### config.mk
export PLATFORM = sky130hd
export DESIGN_NAME = fjik_sqrt
export DESIGN_NICKNAME = d
export VERILOG_FILES = /design/src/rtl/fjik_pkg.sv /design/src/rtl/fjik_sqrt_cell.sv /design/src/rtl/fjik_sqrt.sv
export SDC_FILE = /design/constraint.sdc
export NUM_CORES = 1
export LEC_CHECK = 0
export BUFFER_PORTS_ARGS = -buffer_cell sky130_fd_sc_hd__buf_2
export CAP_MARGIN = 40
export CELL_PAD_IN_SITES_DETAIL_PLACEMENT = 1
export CELL_PAD_IN_SITES_GLOBAL_PLACEMENT = 2
export CORE_ASPECT_RATIO = 1.1
export CORE_MARGIN = 4
export CORE_UTILIZATION = 45
export CTS_CLUSTER_SIZE = 20
export DETAILED_ROUTE_END_ITERATION = 7
export GPL_TIMING_DRIVEN = 0
export PLACE_DENSITY = 0.87
export SLEW_MARGIN = 30
export SYNTH_ARGS = -nofsm -noshare
export SYNTH_HDL_FRONTEND = slang
export SYNTH_SLANG_ARGS = --single-unit
### constraint.sdc
create_clock -name clk -period 3.1 [get_ports clk]
set_clock_uncertainty 0.15 [all_clocks]
set_input_delay 0.93 -clock clk [delete_from_list [all_inputs] [get_ports clk]]
set_output_delay 0.93 -clock clk [all_outputs]
set_load 0.05 [all_outputs]
### src/rtl/fjik_pkg.sv
package fjik_pkg;

    // CORDIC vectoring depth, the CORDIC stage count that follows from it, and the square-root depth.
    localparam int CORDIC_ITERATIONS = 16;
    localparam int CORDIC_LAT        = CORDIC_ITERATIONS + 2;
    localparam int SQRT_STAGES       = 14;

    // Datapath widths.
    localparam int IW = 28;          // CORDIC operand width before the 8-bit prescale
    localparam int CW = 40;          // CORDIC x/y width
    localparam int ZW = 28;          // CORDIC angle accumulator, Q.24
    localparam int AW = ZW - 12;     // Rounded angle, Q3.12
    localparam int RW = 28;          // Square-root radicand width

    localparam int HALF_PI_Q12  = 6434;
    localparam int ATAN0_DOUBLE = 26353590;

    // Pipeline stage numbers, counted in clock edges after the input beat.
    localparam int ST_IN    = 1;
    localparam int ST_SQ    = ST_IN + 1;
    localparam int ST_REACH = ST_SQ + SQRT_STAGES;
    localparam int ST_XY    = ST_REACH + 1;
    localparam int ST_SQR   = ST_XY + 1;
    localparam int ST_NUM   = ST_SQR + 1;
    localparam int ST_PROD  = ST_NUM + 1;
    localparam int ST_C     = ST_PROD + 1;
    localparam int ST_RAD   = ST_C + 1;
    localparam int ST_S     = ST_RAD + SQRT_STAGES;
    localparam int ST_TERM  = ST_S + 1;
    localparam int ST_ANG   = ST_TERM + CORDIC_LAT;
    localparam int ST_OUT   = ST_ANG + 1;

    localparam int DLY_Z    = ST_REACH - ST_IN;
    localparam int DLY_XY   = ST_TERM - ST_XY;
    localparam int DLY_C    = ST_S - ST_C;
    localparam int DLY_FLAG = ST_ANG - ST_C;
    localparam int DLY_BASE = ST_ANG - (ST_IN + CORDIC_LAT);

    // Configuration register map.
    localparam int ADDR_W = 5;
    localparam logic [2:0] REG_BASE_HEIGHT     = 3'd0;
    localparam logic [2:0] REG_UPPER_LINK      = 3'd1;
    localparam logic [2:0] REG_UPPER_OFFSET    = 3'd2;
    localparam logic [2:0] REG_FOREARM         = 3'd3;
    localparam logic [2:0] REG_TOOL_REACH      = 3'd4;
    localparam logic [2:0] REG_MARKER_HEIGHT   = 3'd5;
    localparam logic [2:0] REG_COSINE_SCALE    = 3'd6;

    localparam logic [13:0] RST_BASE_HEIGHT    = 14'd2360;
    localparam logic [13:0] RST_UPPER_LINK     = 14'd2802;
    localparam logic [12:0] RST_UPPER_OFFSET   = 13'd1413;
    localparam logic [13:0] RST_FOREARM        = 14'd2509;
    localparam logic [13:0] RST_TOOL_REACH     = 14'd2918;
    localparam logic [13:0] RST_MARKER_HEIGHT  = 14'd1280;
    localparam logic [23:0] RST_COSINE_SCALE   = 24'd78214;

    typedef struct packed {
        logic signed [CW-1:0] x;
        logic signed [CW-1:0] y;
        logic signed [ZW-1:0] z;
        logic                 zero;
    } cordic_state_t;

    typedef struct packed {
        logic [RW-1:0] rem;
        logic [RW-1:0] root;
    } sqrt_state_t;

    // Elementary angles atan(2^-i) in Q.24.
    function automatic logic signed [ZW-1:0] atan_entry(input logic [4:0] idx);
        logic signed [ZW-1:0] r;
        case (idx)
            5'd0:    r = ZW'(13176795);
            5'd1:    r = ZW'(7778716);
            5'd2:    r = ZW'(4110060);
            5'd3:    r = ZW'(2086331);
            5'd4:    r = ZW'(1047214);
            5'd5:    r = ZW'(524117);
            5'd6:    r = ZW'(262123);
            5'd7:    r = ZW'(131069);
            5'd8:    r = ZW'(65536);
            5'd9:    r = ZW'(32768);
            5'd10:   r = ZW'(16384);
            5'd11:   r = ZW'(8192);
            5'd12:   r = ZW'(4096);
            5'd13:   r = ZW'(2048);
            5'd14:   r = ZW'(1024);
            5'd15:   r = ZW'(512);
            5'd16:   r = ZW'(256);
            5'd17:   r = ZW'(128);
            5'd18:   r = ZW'(64);
            5'd19:   r = ZW'(32);
            5'd20:   r = ZW'(16);
            5'd21:   r = ZW'(8);
            5'd22:   r = ZW'(4);
            5'd23:   r = ZW'(2);
            default: r = '0;
        endcase
        return r;
    endfunction

    function automatic logic signed [15:0] sat16(input logic signed [17:0] v);
        logic signed [15:0] r;
        if (v > 18'sd32767)
        begin
            r = 16'sh7FFF;
        end
        else if (v < -18'sd32768)
        begin
            r = 16'sh8000;
        end
        else
        begin
            r = v[15:0];
        end
        return r;
    endfunction

endpackage

### src/rtl/fjik_sqrt_cell.sv
module fjik_sqrt_cell
    import fjik_pkg::*;
(
    input  logic        clk,
    input  logic        en,
    input  logic [3:0]  idx,
    input  sqrt_state_t din,
    output sqrt_state_t dout
);

    sqrt_state_t   state_reg;
    sqrt_state_t   state_next;
    logic [4:0]    sh;
    logic [RW-1:0] bitv;
    logic [RW-1:0] trial;

    assign sh    = 5'(RW - 2) - {idx, 1'b0};
    assign bitv  = RW'(1) << sh;
    assign trial = din.root + bitv;

    always_comb
    begin
        if (din.rem >= trial)
        begin
            state_next.rem  = din.rem - trial;
            state_next.root = (din.root >> 1) + bitv;
        end
        else
        begin
            state_next.rem  = din.rem;
            state_next.root = din.root >> 1;
        end
    end

    always_ff @(posedge clk)
    begin
        if (en)
        begin
            state_reg <= state_next;
        end
    end

    assign dout = state_reg;

endmodule

### src/rtl/fjik_sqrt.sv
module fjik_sqrt
    import fjik_pkg::*;
(
    input  logic                   clk,
    input  logic                   en,
    input  logic [RW-1:0]          radicand,
    output logic [SQRT_STAGES-1:0] root
);

    sqrt_state_t st [SQRT_STAGES+1];

    assign st[0].rem  = radicand;
    assign st[0].root = '0;

    for (genvar i = 0; i < SQRT_STAGES; i++)
    begin : g_cell
        fjik_sqrt_cell u_cell (
            .clk  (clk),
            .en   (en),
            .idx  (4'(i)),
            .din  (st[i]),
            .dout (st[i+1])
        );
    end

    assign root = st[SQRT_STAGES].root[SQRT_STAGES-1:0];

endmodule

==> out/results.ini, run 1 <==
[global_route]
grt_pass1_wl_um=75400
grt_overflow=0
grt_max_degree=99
grt_pass1_vias=15100
antenna_found_initial=0
grtUsageTotal_pct=18.3

[critical_path]
critPathMaxStageDelay_ps=590
end_kind=flip-flop
cp.required_ps=3300
cp_max_fo=10
worst-path-buf-inv=2
cpMaxStageDelayCell=or4_4
critical_path_class=flip-flop to flip-flop
critical-path-top-delay-family=simple AND/OR/NAND/NOR gates
critPathLaunchType=flip-flop
worstPathArrival_ps=3240
worstPathCellList=or4_4 > or4_1 > a2111oi_4 > and3_4 > buf_6 > inv_2 > nand2_1 > xnor2_1

[yosys]
yosysSeqAreaShare_pct=64.1
netlist_area_um2=22000
syn_inst=1669
synth-async-reset-ratio_pct=0
synth_edf_count=469
synth_cell_types=77
synthFlopType=edfxtp_1
synth_seq_cells=469
syn_avg_cell_area_um2=13.2
syn_nets=1814
ys_warn_count=0

[placed_design]
dpl-instance-area_um2=23100
pre_cts_slack_ps=-565
finalWeightedCongestion=0.871
io_buffers=43
hpwl_um=35000

[timing]
finalSetupTns_ps=0
drv_slew=0
period_share_pct=97.9
hold_viol=0
period_needed_ps=3030
tightest_slew_ps=820
timing.hold.ws_ps=235
relSlewSlack_pct=45.0
finalSetupViolations=0
fmax_ghz=0.330
fin_ws_ps=66.0

[floorplanning]
core_um2=48000
dieArea_um2=52400
core.rowCount=84
num_io_pins=44
die_w_um=219
start_util_pct=45.7
die_h_um=240

[clock_tree]
cts.path.max_buffers=3
cts_tree=built
cts_buffers=50
clock_sinks=469
cts_root_buf=clkbuf_16
cts.clk_slew.worst_paths_ps=60
clk_latency_ps=630
htree_levels=2

[routing]
drt_pass1_iterations=4
drc=0
wl_met1_um=14800
wl_per_cell_um=19.5
drt_iter0_markers=469
routed_wirelength_um=47800
antenna_left=0
vias_per_cell=5.44
wl_met2_um=29800
dr_wl_met3_um=1240
vias=13400
routed.top_layer=met4

[power_and_ir_drop]
total_power_w=0.0172
p_leak_nw=9.36
irDropWorstVdd_mv=0.482
power.density_nw_per_um2=684

[finish]
fin_area_um2=25200
largest_reg_flops=469
fin_nets=1919
diodes=0
area_growth_pct=14.6
drive_gt1_share_pct=12.6
fillers=4815

[hold_path]
min_path_type=flip-flop to flip-flop

[job]
drv_cap=0

[run_status]
outcome=finished clean

==> metrics by stage <==
step / util (%) / std cells
2_1_floorplan: - / 1669
3_3_place_gp: 47.9 / 2357
3_5_place_dp: 48.2 / 2363
4_1_cts: 51.9 / 2458
5_1_grt: 52.4 / 2459
6_report: 52.4 / 2459
==> final timing paths <==
path	start	end	slack, ps	cells after the start
max	g_cell[11].u_cell.dout[51]$_DFFE_PP_	g_cell[12].u_cell.dout[50]$_DFFE_PP_	70	8
max reg2reg	g_cell[11].u_cell.dout[51]$_DFFE_PP_	g_cell[12].u_cell.dout[50]$_DFFE_PP_	70	8
min	g_cell[0].u_cell.dout[49]$_DFFE_PP_	g_cell[1].u_cell.dout[49]$_DFFE_PP_	240	0
min reg2reg	g_cell[0].u_cell.dout[49]$_DFFE_PP_	g_cell[1].u_cell.dout[49]$_DFFE_PP_	240	0
==> layer usage <==
metal | vias up | GRT usage, %
li1 | 6436 | -
met3 | 122 | 2.88
met4 | 0 | 8.35
met1 | 6615 | 14.9
met2 | 195 | 40.5
met5 | - | 0
==> Yosys cell counts, types with 9 or more instances <==
| cell type | number | area share (%) |
|---|---|---|
| xnor2_1 | 71 | 2.8 |
| or4_1 | 12 | 0.41 |
| xor2_1 | 71 | 2.8 |
| a211oi_1 | 9 | 0.31 |
| clkbuf_1 | 14 | 0.24 |
| o21a_1 | 23 | 0.79 |
| nor4b_1 | 10 | 0.40 |
| or3_1 | 22 | 0.63 |
| a21oi_1 | 89 | 2.0 |
| nand2b_1 | 17 | 0.48 |
| mux2_2 | 14 | 0.72 |
| nand4_1 | 23 | 0.66 |
| inv_1 | 141 | 2.4 |
| nand3_1 | 17 | 0.39 |
| edfxtp_1 | 469 | 64 |
| a21o_1 | 11 | 0.38 |
| nor4_1 | 49 | 1.4 |
| nor3_1 | 41 | 0.93 |
| nand2_1 | 89 | 1.5 |
| nor2_1 | 101 | 1.7 |
| o21ai_0 | 92 | 2.1 |
| nor2b_1 | 23 | 0.66 |
| ha_1 | 115 | 6.6 |
==> report_power, final <==
group	internal (W)	leakage, nW	switching, W
logic	0.00127	4.11	0.00171
registers	0.00800	4.49	0.000534
clock network	0.00325	0.762	0.00246
total	0.0125	9.36	0.00470
==> worst register-to-register path, cell delays in order (launching register included) <==
cell       delay (ps)
edfxtp_1          400
or4_4             590
or4_1             520
a2111oi_4         380
and3_4            270
buf_6             180
inv_2             120
nand2_1           120
xnor2_1            70
==> cells by family after synthesis <==
group | share of synthesized area [%]
flops | 64.1
simple gates | 11.0
compound gates | 8.42
buf+inv | 3.08
xor+xnor | 5.66
fa+ha+maj | 6.55
mux | 1.20
==> placed cells by master (no fill, tap or decap), types with 8 or more instances in the layout <==
cell type	instances
nand3b_1	8
xor2_1	71
clkinv_1	11
nor4_2	8
clkinv_2	8
nand2_1	89
buf_2	45
edfxtp_1	469
xnor2_1	71
or4_1	12
nor3_1	36
mux2_2	14
a21oi_1	86
mux2i_1	8
nand4_1	23
and2_1	8
a21o_1	11
nand3_1	14
inv_1	141
ha_1	104
or3_1	22
o21ai_0	87
o21ai_1	10
nor2_1	101
buf_4	12
clkbuf_16	50
nor4_1	39
nor2b_1	21
ha_2	8
o21a_1	23
clkbuf_1	18
nand2b_1	17
==> cell type report <==
cell class / count / area [µm²] / area share (%)
Buffer: 18 / 140 / 0.557
Timing Repair Buffer: 60 / 449 / 1.78
Tap cell: 645 / 807 / 3.21
Clock inverter: 27 / 268 / 1.06
Inverter: 142 / 533 / 2.12
Clock buffer: 65 / 1310 / 5.19
Sequential cell: 469 / 14100 / 55.9
Multi-Input combinational cell: 1033 / 7590 / 30.1
==> repair_timing <==
item / in CTS / in global routing
endpoints found under the setup margin: 122 / 83
buffers inserted: 6 / 5
hold buffers: 0 / 0
pin swaps: 5 / 12
gates resized for setup: 40 / 47
hold endpoints to repair: 0 / 0
Power figures use the tool's default switching activity.
==> run 2, diff against run 1 <==
--- a/config.mk
+++ b/config.mk
@@ -12,7 +12,7 @@
 export CORE_ASPECT_RATIO = 1.1
 export CORE_MARGIN = 4
 export CORE_UTILIZATION = 45
-export CTS_CLUSTER_SIZE = 20
+export CTS_CLUSTER_SIZE = 24
 export DETAILED_ROUTE_END_ITERATION = 7
 export GPL_TIMING_DRIVEN = 0
 export PLACE_DENSITY = 0.87
==> constraint.sdc (replaced) <==
create_clock -name clk -period 2.96 [get_ports clk]
set_clock_uncertainty 0.15 [all_clocks]
set_input_delay 0.888 -clock clk [delete_from_list [all_inputs] [get_ports clk]]
set_output_delay 0.888 -clock clk [all_outputs]
set_load 0.05 [all_outputs]
==> run 2 against run 1 <==
  * The flow now finishes with violations (setup timing)
  * Sequential power rose by 5.2%
  * Global-route usage is 0.20 points higher
  * Register-to-register slack worse by 80 ps
  * Combinational power increased by 14%
  * Clock power rose by 4.6%
  * Sequential share of layout area fell by 1.8 points
  * Via count up 0.87%
  * Non-clock buffer count increased by 31
  * Power increased by 6.5%
  * Fmax rose by 2.0%
  * Worst hold slack lost 2.0 ps
  * Wire length grew 2.6%
  * Critical endpoint is now g_cell[11].u_cell.dout[54]$_DFFE_PP_
  * Largest cell class unchanged
  * Largest power group unchanged
==> out/results.ini, run 2 (synthesized netlist as in run 1, its figures left out) <==
[floorplanning]
core_um2=48000  ; unchanged
die_h_um=240  ; unchanged
die_w_um=219  ; unchanged
core.rowCount=84  ; unchanged
num_io_pins=44  ; unchanged
start_util_pct=45.7  ; unchanged
dieArea_um2=52400  ; unchanged

[finish]
drive_gt1_share_pct=17.8  ; was 12.6%
largest_reg_flops=469  ; unchanged
stdcell_count=2490  ; was 2459
fillers=4758  ; was 4815
diodes=0  ; unchanged
multi_input_area_um2=8150  ; was 7590 µm²
fin_nets=1950  ; was 1919
seq_area_um2=14100  ; unchanged
area_growth_pct=18.4  ; was 14.6%
mostFrequentLayoutCell=edfxtp_1  ; unchanged
final_cell_mix=469 x edfxtp_1, 137 x inv_1, 98 x nor2_1  ; was 469 x edfxtp_1, 141 x inv_1, 104 x ha_1

[timing]
fmax_ghz=0.336  ; was 0.330 GHz
tightest_slew_ps=807  ; was 820 ps
relSlewSlack_pct=45.8  ; was 45.0%
timing.hold.ws_ps=233  ; was 235 ps
hold_viol=0  ; unchanged
drv_slew=0  ; unchanged
period_needed_ps=2970  ; was 3030 ps
rsz0062_at_grt=yes
finalSetupViolations=1  ; was 0
fin_ws_ps=-13.5  ; was 66.0 ps
period_share_pct=100  ; was 97.9%

[run_status]
violations=setup timing
outcome=finished, violations left  ; was finished clean

[routing]
drt_pass1_iterations=4  ; unchanged
routed_wirelength_um=49100  ; was 47800 µm
drt_iter0_markers=543  ; was 469
wl_per_cell_um=19.7  ; was 19.5 µm
drc=0  ; unchanged
antenna_left=0  ; unchanged
vias=13500  ; was 13400
vias_per_cell=5.42  ; was 5.44

[global_route]
grtUsageTotal_pct=18.5  ; was 18.3%
grt_max_degree=99  ; unchanged
grt_pass1_vias=15300  ; was 15100
grt_overflow=0  ; unchanged
antenna_found_initial=0  ; unchanged
grt_pass1_wl_um=76200  ; was 75400 µm

[critical_path]
cp_max_fo=4  ; was 10
worstPathArrival_ps=3170  ; was 3240 ps
critical_path_class=flip-flop to flip-flop  ; unchanged
r2r_start=g_cell[10].u_cell.dout[34]$_DFFE_PP_  ; was g_cell[11].u_cell.dout[51]$_DFFE_PP_
critPathLaunchType=flip-flop  ; unchanged
end_kind=flip-flop  ; unchanged
crit_start=g_cell[10].u_cell.dout[34]$_DFFE_PP_  ; was g_cell[11].u_cell.dout[51]$_DFFE_PP_
cp.required_ps=3160  ; was 3300 ps

[power_and_ir_drop]
p_leak_nw=9.59  ; was 9.36 nW
irDropWorstVdd_mv=0.506  ; was 0.482 mV
power.density_nw_per_um2=706  ; was 684 nW/µm²

[clock_tree]
cts_buffers=50  ; unchanged
htree_levels=2  ; unchanged
cts_tree=built  ; unchanged
clock_sinks=469  ; unchanged
cts.clk_slew.worst_paths_ps=60  ; about the same
cts.path.max_buffers=3  ; unchanged
cts_root_buf=clkbuf_16  ; unchanged
clk_latency_ps=630  ; about the same

[hold_path]
min_path_type=flip-flop to flip-flop  ; unchanged
hp-start=g_cell[0].u_cell.dout[49]$_DFFE_PP_  ; unchanged

[placed_design]
placed_cells=2363  ; unchanged
io_buffers=43  ; unchanged
pre_cts_slack_ps=-705  ; was -565 ps
hpwl_um=35000  ; unchanged
finalWeightedCongestion=0.871  ; unchanged

[job]
drv_cap=0  ; unchanged

run 2: per-stage QoR:
stage	TNS [ps]	instance area [µm²]	util (%)	power [W]
6_report	-13.5	26000	54.1	0.0183
5_1_grt	-548	26000	54.1	0.0192
4_1_cts	-45.4	25300	52.6	0.0182
3_5_place_dp	-45230	23100	48.2	0.0120
3_3_place_gp	-2771070	23000	47.9	0.0119
2_1_floorplan	0	22000	-	0.0110
run 2: area by class of cell:
| type | instances | share of cell area, % |
|---|---|---|
| multi-input combinational | 1033 | 31.3 |
| timing repair buffer | 91 | 2.67 |
| clock buffer | 65 | 5.03 |
| clock inverter | 27 | 1.03 |
| sequential | 469 | 54.2 |
| tap | 645 | 3.10 |
| buffer | 18 | 0.621 |
| inverter | 142 | 2.05 |
run 2: worst paths after layout:
path                                                              to  slack, ps  cells after the start
worst max-delay path            g_cell[11].u_cell.dout[54]$_DFFE_PP_        -10                      8
worst min-delay path             g_cell[1].u_cell.dout[49]$_DFFE_PP_        230                      0
worst min register to register   g_cell[1].u_cell.dout[49]$_DFFE_PP_        230                      0
worst max register to register  g_cell[11].u_cell.dout[54]$_DFFE_PP_        -10                      8
run 2: per-layer routing:
layer	GRT usage, %	share of wire [%]	vias up
li1	-	-	6509
met1	15.0	31	6643
met2	40.5	61	193
met3	2.87	2.5	139
met4	9.40	5.1	0
met5	0	0	-
run 2: report_power, final:
part	internal [W]	switching (W)	total, W
registers	0.00838	0.000596	0.00897
logic	0.00151	0.00189	0.00340
clock network	0.00340	0.00257	0.00597
total	0.0133	0.00506	0.0183
run 2: repair_timing:
item / in CTS / in global routing
gates cloned: 0 / 0
setup endpoints to repair: 149 / 89
hold buffers: 0 / 0
buffers inserted: 17 / 26
resized for setup: 86 / 109
pin swaps: 16 / 35
run 2: critical path, cell delays in order, from the launching register on:
cell and delay [ps]:
edfxtp_1 460, ha_4 290, nor2b_4 130, o31a_1 380
o22a_2 260, a211o_1 320, nor4b_4 390, nand3_2 150
xnor2_2 170
